==> config.mk <==
export PLATFORM = sky130hd
export DESIGN_NAME = epoch_calendar_converter_unit
export DESIGN_NICKNAME = d
export VERILOG_FILES = /design/src/rtl/core/ecc_pkg.sv /design/src/rtl/core/ecc_ctrl.sv /design/src/rtl/core/ecc_datapath.sv /design/src/rtl/core/epoch_calendar_converter_unit.sv
export SDC_FILE = /design/constraint.sdc
export NUM_CORES = 1
export LEC_CHECK = 0
export ABC_AREA = 1
export BUFFER_PORTS_ARGS = -buffer_cell sky130_fd_sc_hd__buf_2
export CAP_MARGIN = 20
export CORE_MARGIN = 2
export CORE_UTILIZATION = 60
export DETAILED_ROUTE_END_ITERATION = 10
export PLACE_DENSITY = 0.85
export SYNTH_ARGS = -nofsm -noshare
export SYNTH_HDL_FRONTEND = slang
export SYNTH_SLANG_ARGS = --single-unit
==> constraint.sdc <==
create_clock -name aclk -period 10.7 [get_ports aclk]
set_clock_uncertainty 0.1 [all_clocks]
set_input_delay 0.535 -clock aclk [delete_from_list [all_inputs] [get_ports aclk]]
set_output_delay 0.535 -clock aclk [all_outputs]
set_load 0.01 [all_outputs]
==> src/rtl/core/ecc_pkg.sv <==
// Shared types, constants and calendar helpers for the epoch/calendar converter.
// No dependencies; imported by ecc_ctrl, ecc_datapath and epoch_calendar_converter_unit.
package ecc_pkg;

    // Default last supported calendar year
    localparam int unsigned ECC_LAST_YEAR = 9999;

    localparam int unsigned ECC_FIRST_YEAR = 1970;

    // Seconds per calendar unit
    localparam logic [21:0] ECC_DAY_SECS       = 22'd86400;
    localparam logic [21:0] ECC_HOUR_SECS      = 22'd3600;
    localparam logic [21:0] ECC_MIN_SECS       = 22'd60;
    localparam logic [24:0] ECC_YEAR_SECS      = 25'd31536000;
    localparam logic [24:0] ECC_LEAP_YEAR_SECS = 25'd31622400;

    // Year 1970 taken modulo 100 and modulo 400
    localparam logic [6:0] ECC_Y0_MOD100 = 7'd70;
    localparam logic [8:0] ECC_Y0_MOD400 = 9'd370;

    localparam logic [3:0] ECC_LAST_MONTH = 4'd12;

    // Input request: calendar fields or epoch seconds, direction chosen by mode
    typedef struct packed {
        logic        mode;
        logic [37:0] epoch_in;
        logic [13:0] year_in;
        logic [3:0]  month_in;
        logic [4:0]  day_in;
        logic [4:0]  hour_in;
        logic [5:0]  minute_in;
        logic [5:0]  second_in;
    } ecc_req_t;

    // Result: epoch or calendar fields plus range flag
    typedef struct packed {
        logic [37:0] epoch_out;
        logic [13:0] year_out;
        logic [3:0]  month_out;
        logic [4:0]  day_out;
        logic [4:0]  hour_out;
        logic [5:0]  minute_out;
        logic [5:0]  second_out;
        logic        range_error;
    } ecc_rsp_t;

    // Direction codes
    localparam logic ECC_MODE_TO_EPOCH = 1'b0;
    localparam logic ECC_MODE_TO_CAL   = 1'b1;

    // Datapath operations
    typedef enum logic [2:0] {
        DP_NOP,
        DP_LOAD,
        DP_YEAR,
        DP_MONTH,
        DP_DAY,
        DP_HOUR,
        DP_MIN,
        DP_SUM
    } ecc_op_t;

    // Controller states
    typedef enum logic [2:0] {
        ST_IDLE,
        ST_YEARS,
        ST_MONTHS,
        ST_SUM,
        ST_DAYS,
        ST_HOURS,
        ST_MINS,
        ST_DONE
    } ecc_state_t;

    // Controller to datapath
    typedef struct packed {
        ecc_op_t op;
        logic    out_load;
    } ecc_cmd_t;

    // Datapath to controller
    typedef struct packed {
        logic err;
        logic mode;
        logic year_more;
        logic month_more;
        logic day_more;
        logic hour_more;
        logic min_more;
    } ecc_status_t;

    // Days from 1970-01-01 to January 1 of year y (elaboration use only)
    function automatic longint unsigned ecc_days_to_year(input int unsigned y);
        longint unsigned n;
        longint unsigned leaps;
        n     = longint'(y) - 1;
        leaps = n / 4 - n / 100 + n / 400 - 477;
        return 365 * (longint'(y) - 1970) + leaps;
    endfunction

    // Seconds in month m, leap selects the long February
    function automatic logic [21:0] ecc_month_secs(input logic [3:0] m, input logic leap);
        logic [21:0] secs;
        unique case (m)
            4'd4, 4'd6, 4'd9, 4'd11: secs = 22'd2592000;
            4'd2:                    secs = leap ? 22'd2505600 : 22'd2419200;
            default:                 secs = 22'd2678400;
        endcase
        return secs;
    endfunction

endpackage

==> src/rtl/core/ecc_ctrl.sv <==
// Sequencing state machine for the epoch/calendar converter.
// Depends on ecc_pkg; drives the ecc_datapath through ecc_cmd_t.
module ecc_ctrl (
    input  logic                aclk,
    input  logic                aresetn,
    input  logic                s_valid,
    output logic                s_ready,
    input  logic                out_free,
    input  ecc_pkg::ecc_status_t status,
    output ecc_pkg::ecc_cmd_t    cmd
);
    import ecc_pkg::*;

    ecc_state_t state_reg;
    ecc_state_t state_next;

    // State register
    always_ff @(posedge aclk) begin
        if (!aresetn) begin
            state_reg <= ST_IDLE;
        end else begin
            state_reg <= state_next;
        end
    end

    // Next state
    always_comb begin
        state_next = state_reg;
        unique case (state_reg)
            ST_IDLE: begin
                if (s_valid) state_next = ST_YEARS;
            end
            ST_YEARS: begin
                if (status.err)             state_next = ST_DONE;
                else if (!status.year_more) state_next = ST_MONTHS;
            end
            ST_MONTHS: begin
                if (!status.month_more) begin
                    state_next = (status.mode == ECC_MODE_TO_CAL) ? ST_DAYS : ST_SUM;
                end
            end
            ST_SUM:   state_next = ST_DONE;
            ST_DAYS: begin
                if (!status.day_more) state_next = ST_HOURS;
            end
            ST_HOURS: begin
                if (!status.hour_more) state_next = ST_MINS;
            end
            ST_MINS: begin
                if (!status.min_more) state_next = ST_DONE;
            end
            ST_DONE: begin
                if (out_free) state_next = ST_IDLE;
            end
            default:  state_next = ST_IDLE;
        endcase
    end

    // Outputs
    always_comb begin
        cmd.op       = DP_NOP;
        cmd.out_load = 1'b0;
        s_ready      = 1'b0;
        unique case (state_reg)
            ST_IDLE: begin
                s_ready = 1'b1;
                if (s_valid) cmd.op = DP_LOAD;
            end
            ST_YEARS: begin
                if (!status.err && status.year_more) cmd.op = DP_YEAR;
            end
            ST_MONTHS: begin
                if (status.month_more) cmd.op = DP_MONTH;
            end
            ST_SUM:   cmd.op = DP_SUM;
            ST_DAYS: begin
                if (status.day_more) cmd.op = DP_DAY;
            end
            ST_HOURS: begin
                if (status.hour_more) cmd.op = DP_HOUR;
            end
            ST_MINS: begin
                if (status.min_more) cmd.op = DP_MIN;
            end
            ST_DONE:  cmd.out_load = out_free;
            default:  cmd.op = DP_NOP;
        endcase
    end

endmodule

==> src/rtl/core/ecc_datapath.sv <==
// Datapath for the epoch/calendar converter: one 38-bit add/subtract accumulator,
// year and month walkers with leap tracking, and the time-of-day split. Uses ecc_pkg.
module ecc_datapath #(
    parameter int unsigned LAST_YEAR = ecc_pkg::ECC_LAST_YEAR
) (
    input  logic                 aclk,
    input  ecc_pkg::ecc_req_t    s_req,
    input  ecc_pkg::ecc_cmd_t    cmd,
    output ecc_pkg::ecc_status_t status,
    output ecc_pkg::ecc_rsp_t    result
);
    import ecc_pkg::*;

    // First second past the supported range
    localparam logic [37:0] EPOCH_LIMIT =
        38'(ecc_days_to_year(LAST_YEAR + 1) * longint'(ECC_DAY_SECS));
    localparam logic [13:0] LAST_YEAR_W = 14'(LAST_YEAR);
    localparam logic [13:0] FIRST_YEAR_W = 14'(ECC_FIRST_YEAR);

    logic        mode_reg;
    logic        err_reg;
    logic [13:0] year_lim_reg;
    logic [3:0]  month_lim_reg;
    logic [21:0] tod_reg;
    logic [37:0] acc_reg;
    logic [13:0] y_reg;
    logic [6:0]  c100_reg;
    logic [8:0]  c400_reg;
    logic [3:0]  m_reg;
    logic [4:0]  day_reg;
    logic [4:0]  hour_reg;
    logic [5:0]  min_reg;

    logic        leap;
    logic [24:0] ysecs;
    logic [21:0] msecs;
    logic        cal_bad;
    logic [4:0]  day_m1;
    logic [21:0] tod_calc;
    logic [37:0] step;
    logic [37:0] acc_step;

    // Leap rule from the year's low bits and running century counters
    assign leap  = ((y_reg[1:0] == 2'b00) && (c100_reg != 7'd0)) || (c400_reg == 9'd0);
    assign ysecs = leap ? ECC_LEAP_YEAR_SECS : ECC_YEAR_SECS;
    assign msecs = ecc_month_secs(m_reg, leap);

    // Field checks for calendar-to-epoch requests
    assign cal_bad = (s_req.year_in < FIRST_YEAR_W) || (s_req.year_in > LAST_YEAR_W) ||
                     (s_req.month_in == 4'd0) || (s_req.month_in > ECC_LAST_MONTH) ||
                     (s_req.day_in == 5'd0) || (s_req.hour_in > 5'd23) ||
                     (s_req.minute_in > 6'd59) || (s_req.second_in > 6'd59);

    // Seconds within the month, from the request fields
    assign day_m1   = s_req.day_in - 5'd1;
    assign tod_calc = 22'(day_m1) * ECC_DAY_SECS + 22'(s_req.hour_in) * ECC_HOUR_SECS +
                      22'(s_req.minute_in) * ECC_MIN_SECS + 22'(s_req.second_in);

    // Step size for the shared accumulator
    always_comb begin
        unique case (cmd.op)
            DP_YEAR:  step = 38'(ysecs);
            DP_MONTH: step = 38'(msecs);
            DP_DAY:   step = 38'(ECC_DAY_SECS);
            DP_HOUR:  step = 38'(ECC_HOUR_SECS);
            DP_MIN:   step = 38'(ECC_MIN_SECS);
            DP_SUM:   step = 38'(tod_reg);
            default:  step = 38'd0;
        endcase
    end

    // Calendar-to-epoch adds, epoch-to-calendar subtracts
    assign acc_step = (mode_reg == ECC_MODE_TO_CAL) ? (acc_reg - step) : (acc_reg + step);

    // Walk status
    always_comb begin
        status.err        = err_reg;
        status.mode       = mode_reg;
        status.year_more  = (mode_reg == ECC_MODE_TO_CAL) ?
                            ((y_reg < LAST_YEAR_W) && (acc_reg >= 38'(ysecs))) :
                            (y_reg < year_lim_reg);
        status.month_more = (mode_reg == ECC_MODE_TO_CAL) ?
                            ((m_reg < ECC_LAST_MONTH) && (acc_reg >= 38'(msecs))) :
                            (m_reg < month_lim_reg);
        status.day_more   = acc_reg >= 38'(ECC_DAY_SECS);
        status.hour_more  = acc_reg >= 38'(ECC_HOUR_SECS);
        status.min_more   = acc_reg >= 38'(ECC_MIN_SECS);
    end

    // Working registers
    always_ff @(posedge aclk) begin
        unique case (cmd.op)
            DP_LOAD: begin
                mode_reg      <= s_req.mode;
                err_reg       <= (s_req.mode == ECC_MODE_TO_CAL) ?
                                 (s_req.epoch_in >= EPOCH_LIMIT) : cal_bad;
                year_lim_reg  <= s_req.year_in;
                month_lim_reg <= s_req.month_in;
                tod_reg       <= tod_calc;
                acc_reg       <= (s_req.mode == ECC_MODE_TO_CAL) ? s_req.epoch_in : 38'd0;
                y_reg         <= FIRST_YEAR_W;
                c100_reg      <= ECC_Y0_MOD100;
                c400_reg      <= ECC_Y0_MOD400;
                m_reg         <= 4'd1;
                day_reg       <= 5'd0;
                hour_reg      <= 5'd0;
                min_reg       <= 6'd0;
            end
            DP_YEAR: begin
                acc_reg  <= acc_step;
                y_reg    <= y_reg + 14'd1;
                c100_reg <= (c100_reg == 7'd99) ? 7'd0 : c100_reg + 7'd1;
                c400_reg <= (c400_reg == 9'd399) ? 9'd0 : c400_reg + 9'd1;
            end
            DP_MONTH: begin
                acc_reg <= acc_step;
                m_reg   <= m_reg + 4'd1;
            end
            DP_DAY: begin
                acc_reg <= acc_step;
                day_reg <= day_reg + 5'd1;
            end
            DP_HOUR: begin
                acc_reg  <= acc_step;
                hour_reg <= hour_reg + 5'd1;
            end
            DP_MIN: begin
                acc_reg <= acc_step;
                min_reg <= min_reg + 6'd1;
            end
            DP_SUM: begin
                acc_reg <= acc_step;
            end
            default: begin
                acc_reg <= acc_reg;
            end
        endcase
    end

    // Result assembly
    always_comb begin
        result = '0;
        if (err_reg) begin
            result.range_error = 1'b1;
        end else if (mode_reg == ECC_MODE_TO_CAL) begin
            result.year_out   = y_reg;
            result.month_out  = m_reg;
            result.day_out    = day_reg + 5'd1;
            result.hour_out   = hour_reg;
            result.minute_out = min_reg;
            result.second_out = acc_reg[5:0];
        end else begin
            result.epoch_out = acc_reg;
        end
    end

endmodule

==> src/rtl/core/epoch_calendar_converter_unit.sv <==
// Top level of the epoch/calendar converter: controller, datapath and result register.
// Depends on ecc_pkg, ecc_ctrl and ecc_datapath.
//
//   Channel   Ports                       Direction  Payload
//   request   s_valid, s_ready, s_req     in         ecc_req_t
//   result    m_valid, m_ready, m_rsp     out        ecc_rsp_t
//
// One request at a time; each calendar unit walked is one step of the shared
// 38-bit add/subtract accumulator. Calendar to epoch walks the years from 1970
// and the months, then adds the time within the month. Epoch to calendar walks
// years, months, days, hours and minutes. A finished result sits in the output
// register, so the next request is taken while it waits for m_ready.
// Synchronous active-low reset clears the controller and the result valid flag.
module epoch_calendar_converter_unit #(
    parameter int unsigned LAST_YEAR = ecc_pkg::ECC_LAST_YEAR
) (
    input  logic              aclk,
    input  logic              aresetn,
    input  logic              s_valid,
    output logic              s_ready,
    input  ecc_pkg::ecc_req_t s_req,
    output logic              m_valid,
    input  logic              m_ready,
    output ecc_pkg::ecc_rsp_t m_rsp
);
    import ecc_pkg::*;

    ecc_cmd_t    cmd;
    ecc_status_t status;
    ecc_rsp_t    result;
    logic        out_free;
    logic        m_valid_reg;
    ecc_rsp_t    m_rsp_reg;

    // Output slot free when empty or being drained
    assign out_free = !m_valid_reg || m_ready;

    ecc_ctrl u_ctrl (
        .aclk     (aclk),
        .aresetn  (aresetn),
        .s_valid  (s_valid),
        .s_ready  (s_ready),
        .out_free (out_free),
        .status   (status),
        .cmd      (cmd)
    );

    ecc_datapath #(
        .LAST_YEAR (LAST_YEAR)
    ) u_datapath (
        .aclk   (aclk),
        .s_req  (s_req),
        .cmd    (cmd),
        .status (status),
        .result (result)
    );

    // Result register
    always_ff @(posedge aclk) begin
        if (!aresetn) begin
            m_valid_reg <= 1'b0;
        end else if (cmd.out_load) begin
            m_valid_reg <= 1'b1;
        end else if (m_ready) begin
            m_valid_reg <= 1'b0;
        end
    end

    always_ff @(posedge aclk) begin
        if (cmd.out_load) begin
            m_rsp_reg <= result;
        end
    end

    assign m_valid = m_valid_reg;
    assign m_rsp   = m_rsp_reg;

endmodule
# Word-level counts from Yosys, hierarchy flattened
# Cells that the tools add are included.
# word_totals
regBits,213
elab_cells,158
# op_classes
addsub,13
n_mul,3
n_lt_le_gt_ge,16
eq_ne,28
mux,41
bitwise,1
reduce_logical,33
# op_table
op,count
$pmux 25 s6,1
$mux 38,2
$pmux 38 s2,1
$pmux 22 s2,1
$add 38x25->38,1
$ge 38x12->1 const B,1
$ge 38x17->1 const B,1
$ge 38x22->1,1
$ge 38x25->1,1
$ge 38x38->1 const B,1
$ge 38x6->1 const B,1
$sub 38x25->38,1
$mux 18,2
$mux 3,12
$pmux 14 s2,1
$eq 3x3->1 const B,8
$pmux 3 s8,1
$add 22x12->22,1
$add 22x17->22,1
$add 22x6->22,1
$pmux 3 s7,1
$pmux 5 s2,2
$pmux 9 s2,1
$mul 5x10->15 const B,1
50 further kinds,90

# Longest topological paths before layout
# Gate-level depths: netlist (run 1).
# depth
ltp_word,15
depth_mapped,44

# Cells and area by module
# Synthesis (run 1) repeated with hierarchy kept, for this count alone.
# unflattened
hier_cells,1936
area_unflattened_um2,16289.4
# by_module_without_submodules
module,instances,cells_per_inst,area_each_um2,seq_area_each_um2
ecc_datapath,1,1788,13491.7,3903.7
epoch_calendar_converter_unit,1,85,2418.6,2392.3
ecc_ctrl,1,63,379.1,60.1

# Worst setup path after synthesis (run 1)
# OpenSTA, ideal clock, no wires.
# synth_timing
path_type,register to register
startpoint,register u_datapath.m_reg[0]
endpoint,"register u_datapath.acc_reg[31], data pin"
setup_time_ps,256
t_arrival_ps,4828
required_time_ps,10344
slack_ps,5516
path_stages_with_launch,43
path_buffers,1
period_less_slack_ps,5184
path_cell_list,edfxtp_1 > inv_1 > ha_1 > o211ai_1 > nand2_1 > nor2_2 > inv_2 > nand2_1 > inv_1 > ha_1 > nand4_1 > nor2_1 > nand3_1 > o21a_1 > nand2_1 > nand2_1 > nand2_2 > buf_6 > [... 7 more ...] > inv_1 > ha_1 > nand2_1 > nor2_1 > inv_1 > nor3_1 > a21oi_1 > o21ai_0 > nand2_1 > nand2_1 > nand2_1 > nand2_1 > nand2_1 > nand2_1 > a21o_1 > nand2_1 > nand2_1 > o21ai_1
# synth_via
elab_chain_len,13
# synth_rtl
element,line,text
start: declaration,ecc_datapath.sv:29,logic [3:0] m_reg;
start signal: assignment,ecc_datapath.sv:117,m_reg <= m_reg + 4'd1;
$eq 4x3->1 or $eq 4x4->1 (tied branches),ecc_pkg.sv:104,unique case (m)
$reduce_or 4->1,ecc_pkg.sv:104,
$pmux 22 s2,ecc_pkg.sv:104,
$ge 38x22->1,ecc_datapath.sv:83,((m_reg < ECC_LAST_MONTH) && (acc_reg >= 38'(msecs))) :
$logic_and 1x1->1,ecc_datapath.sv:83,
$mux 1,ecc_datapath.sv:82,status.month_more = (mode_reg == ECC_MODE_TO_CAL) ?
$mux 2,ecc_ctrl.sv:73,if (status.month_more) cmd.op = DP_MONTH;
$pmux 3 s7,ecc_ctrl.sv:64,unique case (state_reg)
$eq 3x3->1 or $eq 3x2->1 (tied branches),"ecc_datapath.sv:61, ecc_datapath.sv:92",
$pmux 25 s6,ecc_datapath.sv:61,unique case (cmd.op)
$add 38x25->38 or $sub 38x25->38 (tied branches),ecc_datapath.sv:73,assign acc_step = (mode_reg == ECC_MODE_TO_CAL) ? (acc_reg - step) : (acc_reg + step);
$mux 38,ecc_datapath.sv:73,
$pmux 38 s2 *,ecc_datapath.sv:92,unique case (cmd.op)
end signal: assignment,ecc_datapath.sv:100,acc_reg <= (s_req.mode == ECC_MODE_TO_CAL) ? s_req.epoch_in : 38'd0;
end signal: assignment,ecc_datapath.sv:110,acc_reg <= acc_step;
end signal: assignment,ecc_datapath.sv:116,acc_reg <= acc_step;
end: declaration,ecc_datapath.sv:25,logic [37:0] acc_reg;
# Every way passes the cells marked *; elsewhere a longest branch is shown, timed or not.
# A chain may end at the register's enable or synchronous reset.

# Final worst setup path (run 1)
# layout_timing
startpoint,register u_datapath.c100_reg[0]
endpoint,"register u_datapath.acc_reg[28], data pin"
# layout_via
elab_chain_len,15
# layout_rtl
element,line,text
start: declaration,ecc_datapath.sv:27,logic [6:0] c100_reg;
start signal: assignment,ecc_datapath.sv:112,c100_reg <= (c100_reg == 7'd99) ? 7'd0 : c100_reg + 7'd1;
$reduce_bool 7->1 *,ecc_datapath.sv:44,assign leap = ((y_reg[1:0] == 2'b00) && (c100_reg != 7'd0)) || (c400_reg == 9'd0);
$logic_and 1x1->1 *,ecc_datapath.sv:44,
$logic_or 1x1->1 *,ecc_datapath.sv:44,
$mux 18 (on tied branches),"ecc_pkg.sv:106, ecc_datapath.sv:45",
$pmux 22 s2 or $ge 38x25->1 (tied branches),"ecc_pkg.sv:104, ecc_datapath.sv:80",
$ge 38x22->1 or $logic_and 1x1->1 (tied branches),"ecc_datapath.sv:83, ecc_datapath.sv:80",
$logic_and 1x1->1 or $mux 1 (tied branches),"ecc_datapath.sv:83, ecc_datapath.sv:79",
$mux 1 or $logic_and 1x1->1 (tied branches),"ecc_datapath.sv:82, ecc_ctrl.sv:70",
$mux 2 (on tied branches),"ecc_ctrl.sv:73, ecc_ctrl.sv:70",
$pmux 3 s7,ecc_ctrl.sv:64,
$eq 3x3->1 or $eq 3x2->1 (tied branches),"ecc_datapath.sv:61, ecc_datapath.sv:92",
$pmux 25 s6,ecc_datapath.sv:61,
$add 38x25->38 or $sub 38x25->38 (tied branches),ecc_datapath.sv:73,
$mux 38,ecc_datapath.sv:73,
$pmux 38 s2 *,ecc_datapath.sv:92,
# Marks and branches as above.

==> qor.yml, run 1 <==
outcome:
  status: "finished clean"
routing:
  wire_per_inst_um: 16.8
  vias: 13380
  ant_nets: 0
  drtIter0Drc: 1161
  vias_per_cell: 5.65
  first_pass_iters: 6
  routed_wirelength_um: 39800
  route.detailed.drc: 0
grt:
  grtUsageTotal_pct: 28.5
  antenna_found_initial: 0
  grt_pass1_wl_um: 64500
  grt_pass1_vias: 13132
  overflow: 0
  grt_max_degree: 80
synthesis:
  synth_seq_cells: 213
  yosysMostFrequentCell: "nand2_1"
  synth-edff-count: 209
  yosysTopAreaCell: "edfxtp_1"
  ys.flop_type: "edfxtp_1"
  yosysWarnings: 0
  syn_inst: 1845
  yosys-top-cells-count: "320 x nand2_1, 280 x inv_1, 241 x nor2_1"
  synth_top_area_share_pct: 39.4
  synth_nets: 2119
  synth_cell_types: 60
  syn-cell-area_sq_mm: 0.0159
  synthArstFlopShare_pct: 0
  seq_area_frac_synth_pct: 39.9
  ys_top_cells_by_area: "edfxtp_1 39%, ha_1 13%, nand2_1 7.5%"
  syn_area_per_cell_sq_um: 8.64
layout:
  fin_nets: 2292
  postLayoutCellArea_sq_mm: 0.0178
  syn2layout_area_growth_pct: 11.6
  drive_gt1_share_pct: 13.1
  largest_reg_flops: 79
  antennaDiodeCount: 0
  final_util_pct: 68.2
critical_path:
  cp_max_fo: 18
  cp_common_cell: "nand2_1"
  max_stage_delay_ns: 0.45
  path_class: "flop to flop"
  slowest_stage: "nand3_2"
  cp-end-kind: "flop"
  worstPathRequired_ns: 10.86
  critPathLaunchType: "flop"
  crit_buf_inv: 4
  cpLargestDelayFamily: "compound AO/OA/AOI/OAI gates"
  crit_arrival_ns: 6.82
timing:
  period_share_pct: 62.3
  rsz0062_at_grt: "no"
  fmax_mhz: 150
  hold_viol: 0
  tightest_slew_ns: 0.998
  max_slew_margin_pct: 33.5
  post-route-min-period_ns: 6.66
  final-setup-viol-count: 0
  drv_slew: 0
  hold_ws_ns: 0.117
  final.setup.tns_ns: 0
floorplanning:
  ios: 164
  fp.dieH_um: 167
  start_util_pct: 61.1
  fp.dieArea_sq_mm: 0.0279
  rows: 59
  core-area_sq_mm: 0.0261
  fp.dieW_um: 167
pwr:
  vdd_drop_max_mv: 0.200
  p_per_area_mw_per_mm2: 325
  p_leak_nw: 8.28
cts:
  cts_tree: "yes"
  cts_root_buffer: "clkbuf_16"
  cts_hold_buffers: 0
  clk_latency_ns: 0.51
  numCtsBuffers: 23
  cts_resized: 0
  cts_setup_buffers: 0
  cts_max_level: 1
  clkSinkCount: 213
  clk_path_buf_depth: 3
  clkTransAtPathRegs_ns: 0.06
min_path:
  worstHoldPathType: "input port to flop"
flow_run:
  maxCapViolCount: 0
placement:
  place.gp.congestion: 0.996
  io_buffers: 163
  placed_area_sq_mm: 0.0171
  dp_hpwl_um: 31300
## cell families (layout without fill, tap and decap cells)
family	count (synthesis)	in the layout	share of synthesized area, %
AO/OA/AOI/OAI	274	274	9.76
XOR/XNOR	105	105	5.77
adder cells (fa/ha/maj)	191	191	16.1
buffers and inverters	312	500	7.53
flip-flops	213	213	39.9
AND/OR/NAND/NOR	750	750	20.9
## stage by stage
| step | instances | total power, mW | setup slack, ns |
|---|---|---|---|
| global route | 2368 | 6.25 | 3.57 |
| global placement | 2328 | 4.89 | 4.28 |
| CTS | 2368 | 5.71 | 4.15 |
| floorplan | 1845 | 4.12 | 5.52 |
| finish | 2368 | 5.77 | 4.04 |
| detailed placement | 2328 | 4.97 | 4.16 |
## cell type report
type	instances	area (sq um)
clock buffers	31	606
clock inverters	9	45.0
fillers	2065	8280
inverters	287	1080
multi-input cells	1320	8390
flip-flops and latches	213	6360
well taps	335	419
repair buffers	173	891
## worst reg2reg max path, delay by kind of cell, from the launching register on
family / cells / cell delay (ns)
buffers and inverters: 4 / 0.55
flip-flops: 1 / 0.44
AO/OA/AOI/OAI: 10 / 2.31
AND/OR/NAND/NOR: 16 / 2.04
adder cells (fa/ha/maj): 3 / 0.69
XOR/XNOR: 2 / 0.28
## cells in the final DEF (no fill, tap or decap), types with 5 or more instances in the layout
cell type  netlist  final
a21o_1           8      8
a21oi_1        110    110
a31oi_1          7      7
buf_2            2    163
buf_4            3     10
clkbuf_1        16      8
clkbuf_16        0     23
clkinv_1         1      6
edfxtp_1       209    209
fa_1            24     24
ha_1           167    167
inv_1          280    280
inv_2            6      6
nand2_1        320    320
nand2_2         15     15
nand3_1         62     62
nand3_2          7      7
nand4_1         29     29
nor2_1         241    240
nor2_2           9      9
nor2_4           4      5
nor3_1          28     27
nor4_1           8      8
o211ai_1         7      7
o21a_1           6      6
o21ai_0         83     83
o21ai_1         15     15
o31ai_1          5      5
or2_2            9      9
xnor2_1         40     40
xor2_1          65     65
## routing by layer
layer / vias up / global-route usage [%] / part of all wire, %
li1: 6521 / - / -
met1: 6220 / 37.8 / 41
met4: 0 / 9.90 / 3.3
met5: - / 0 / 0
met2: 551 / 47.7 / 47
met3: 88 / 4.49 / 8.3
## power breakdown
group / total [mW] / internal [mW] / leakage (nW) / switching [mW]
Sequential: 1.53 / 1.30 / 1.97 / 0.225
Clock: 0.713 / 0.396 / 0.313 / 0.317
Combinational: 3.53 / 1.26 / 6.00 / 2.27
Total: 5.77 / 2.96 / 8.28 / 2.81
## path summary, 6_finish.rpt
path                     startpoint                     end  slack, ns  depth (start not counted)
max          u_datapath.c100_reg[0]  u_datapath.acc_reg[28]       4.04                         35
min reg2reg  u_datapath.hour_reg[4]               m_rsp[17]       0.48                          2
min                        s_req[1]   u_datapath.tod_reg[1]       0.12                          1
max reg2reg  u_datapath.c100_reg[0]  u_datapath.acc_reg[28]       4.04                         35
Note: power is estimated with default switching activity, not from simulation.
==> inputs of run 2 (changes only) <==
- clock period: 10.7 -> 6.85 ns (I/O delays scaled with it)
==> run 2 against run 1 <==
  * First-iteration DRC count increased by 28%
  * Die area unchanged
  * Total power increased by 60%
  * Maximum frequency increased by 6.0%
  * Sequential power increased by 56%
  * Wire length increased by 5.0%
  * Critical path depth increased by 7
  * Clock power increased by 73%
  * Highest routed layer unchanged
==> qor.yml, run 2 (same netlist as run 1, synthesis figures left out) <==
pwr:
  p_leak_nw: 8.44
  p_per_area_mw_per_mm2: 508
  vdd_drop_max_mv: 0.398
routing:
  wire_per_inst_um: 17.4
  first_pass_iters: 7
  vias_per_cell: 5.74
  route.detailed.drc: 0
  vias: 13782
  routed_wirelength_um: 41900
  ant_nets: 0
  drtIter0Drc: 1481
critical_path:
  cp_max_fo: 7
  crit_buf_inv: 6
  reg2reg_from: "u_datapath.c100_reg[0]"
  r2r-end: "u_datapath.acc_reg[31]"
  regToRegSetupSlack_ns: 0.57
  worstPathRequired_ns: 7.03
  cp-end-kind: "flop"
  cp_common_cell: "nand2_1"
  cpLargestDelayFamily: "simple AND/OR/NAND/NOR gates"
  critPathLaunchType: "flop"
  max_stage_delay_ns: 0.45
  slowest_stage: "edfxtp_1"
  path_class: "flop to flop"
  reg2reg_depth: 42
  crit_arrival_ns: 6.47
timing:
  final-setup-viol-count: 0
  max_slew_margin_pct: 33.7
  tightest_slew_ns: 0.994
  period_share_pct: 91.7
  fmax_mhz: 159
  drv_slew: 0
  hold_viol: 0
  layout_setup_ws_ns: 0.565
  post-route-min-period_ns: 6.28
grt:
  met3_usage_pct: 4.11
  overflow: 0
  antenna_found_initial: 0
  busiest_layer: "met2"
  grtUsageTotal_pct: 30.1
  met1_usage_pct: 39.6
  grt_pass1_vias: 13660
  grt_pass1_wl_um: 67800
  use_met2_pct: 50.8
  grt_max_degree: 80
layout:
  multi_input_area_sq_mm: 0.00839
  final_common_cell: "nand2_1"
  regArea_sq_mm: 0.00636
  stdcell_count: 2399
  fin_nets: 2322
  layout_common_cells: "319 x nand2_1, 280 x inv_1, 240 x nor2_1"
  largest_reg_flops: 79
  drive_gt1_share_pct: 13.3
  fillCellCount: 1990
  syn2layout_area_growth_pct: 13.9
  final_util_pct: 69.7
  antennaDiodeCount: 0
min_path:
  min-delay-start: "s_req[61]"
  worstHoldPathType: "input port to flop"
  min_path_cells: 3
  min_to: "u_datapath.acc_reg[21]"
cts:
  cts_max_level: 1
  clkSinkCount: 213
  clk_latency_ns: 0.54
  clk_path_buf_depth: 3
  cts_root_buffer: "clkbuf_16"
  clkTransAtPathRegs_ns: 0.06
  numCtsBuffers: 23
  cts_tree: "yes"
placement:
  place_ws_ns: 0.706
  dp_hpwl_um: 31600
  dp_cells: 2331
  io_buffers: 163
  place.gp.congestion: 0.990
floorplanning:
  start_util_pct: 61.1
  rows: 59
  fp.dieH_um: 167
  fp.dieW_um: 167
  ios: 164
  core-area_sq_mm: 0.0261
  fp.dieArea_sq_mm: 0.0279
outcome:
  status: "finished clean"
flow_run:
  maxCapViolCount: 0
-- run 2: cell types whose count changed in the layout (fill, tap and decap cells not counted), sizes merged --
cell,delta
dlygate4sd3,+27
buf,+3
bufinv,+2
clkinv,-2
clkinvlp,+1
-- run 2: worst max path at each step --
| stage | start | slack [ns] | to | cells past startpoint |
|---|---|---|---|---|
| 2_1_floorplan | u_datapath.m_reg[0] | 1.67 | u_datapath.acc_reg[31] | 42 |
| 3_3_place_gp | u_datapath.c100_reg[0] | 0.85 | u_datapath.acc_reg[28] | 34 |
| 3_5_place_dp | u_datapath.c100_reg[0] | 0.71 | u_datapath.acc_reg[28] | 35 |
| 4_1_cts | u_datapath.c100_reg[0] | 0.65 | u_datapath.acc_reg[28] | 35 |
| 5_1_grt | u_datapath.c100_reg[0] | -0.001 | u_datapath.acc_reg[31] | 42 |
| 6_report | u_datapath.c100_reg[0] | 0.57 | u_datapath.acc_reg[31] | 42 |
-- run 2: stage by stage --
| stage | power [mW] | hold WS [ns] | TNS, ns | instance area [sq um] |
|---|---|---|---|---|
| floorplan | 6.43 | 0.341 | 0 | 15900 |
| global placement | 7.65 | 0.422 | 0 | 17200 |
| detailed placement | 7.80 | 0.421 | 0 | 17200 |
| CTS | 9.07 | 0.00138 | 0 | 18100 |
| global route | 9.96 | 0.0172 | -0.00112 | 18200 |
| finish | 9.23 | 0.00781 | 0 | 18200 |
-- run 2: report_power, final --
part	internal (mW)	switching, mW
clock	0.701	0.533
combinational	1.99	3.61
sequential	2.04	0.358
-- run 2: metal layers --
| layer | up-vias | share of wire (%) |
|---|---|---|
| met5 | - | 0 |
| met4 | 0 | 3.9 |
| met3 | 121 | 8.5 |
| met2 | 646 | 47 |
| met1 | 6444 | 40 |
| li1 | 6571 | - |
-- run 2: cell type report --
cell class	count	share of cell area, %
multi-input combinational	1320	46.2
tap	335	2.31
clock buffer	31	3.34
inverter	287	5.94
sequential	213	35.0
clock inverter	10	0.648
timing repair buffer	203	6.52
-- run 2: worst register-to-register path: cells and delay by family (launching register included) --
kind / cells / cell delay (ns)
buffers and inverters: 6 / 0.68
AO/OA/AOI/OAI: 6 / 1.21
AND/OR/NAND/NOR: 26 / 2.74
flip-flops: 1 / 0.45
XOR/XNOR: 1 / 0.19
adder cells (fa/ha/maj): 3 / 0.67
-- run 2: what timing repair did --
action | CTS | global route
endpoints found under the hold margin | 29 | 0
hold buffers | 27 | 0
setup endpoints to repair | 0 | 4
resized for setup | 0 | 2
setup buffers | 0 | 0
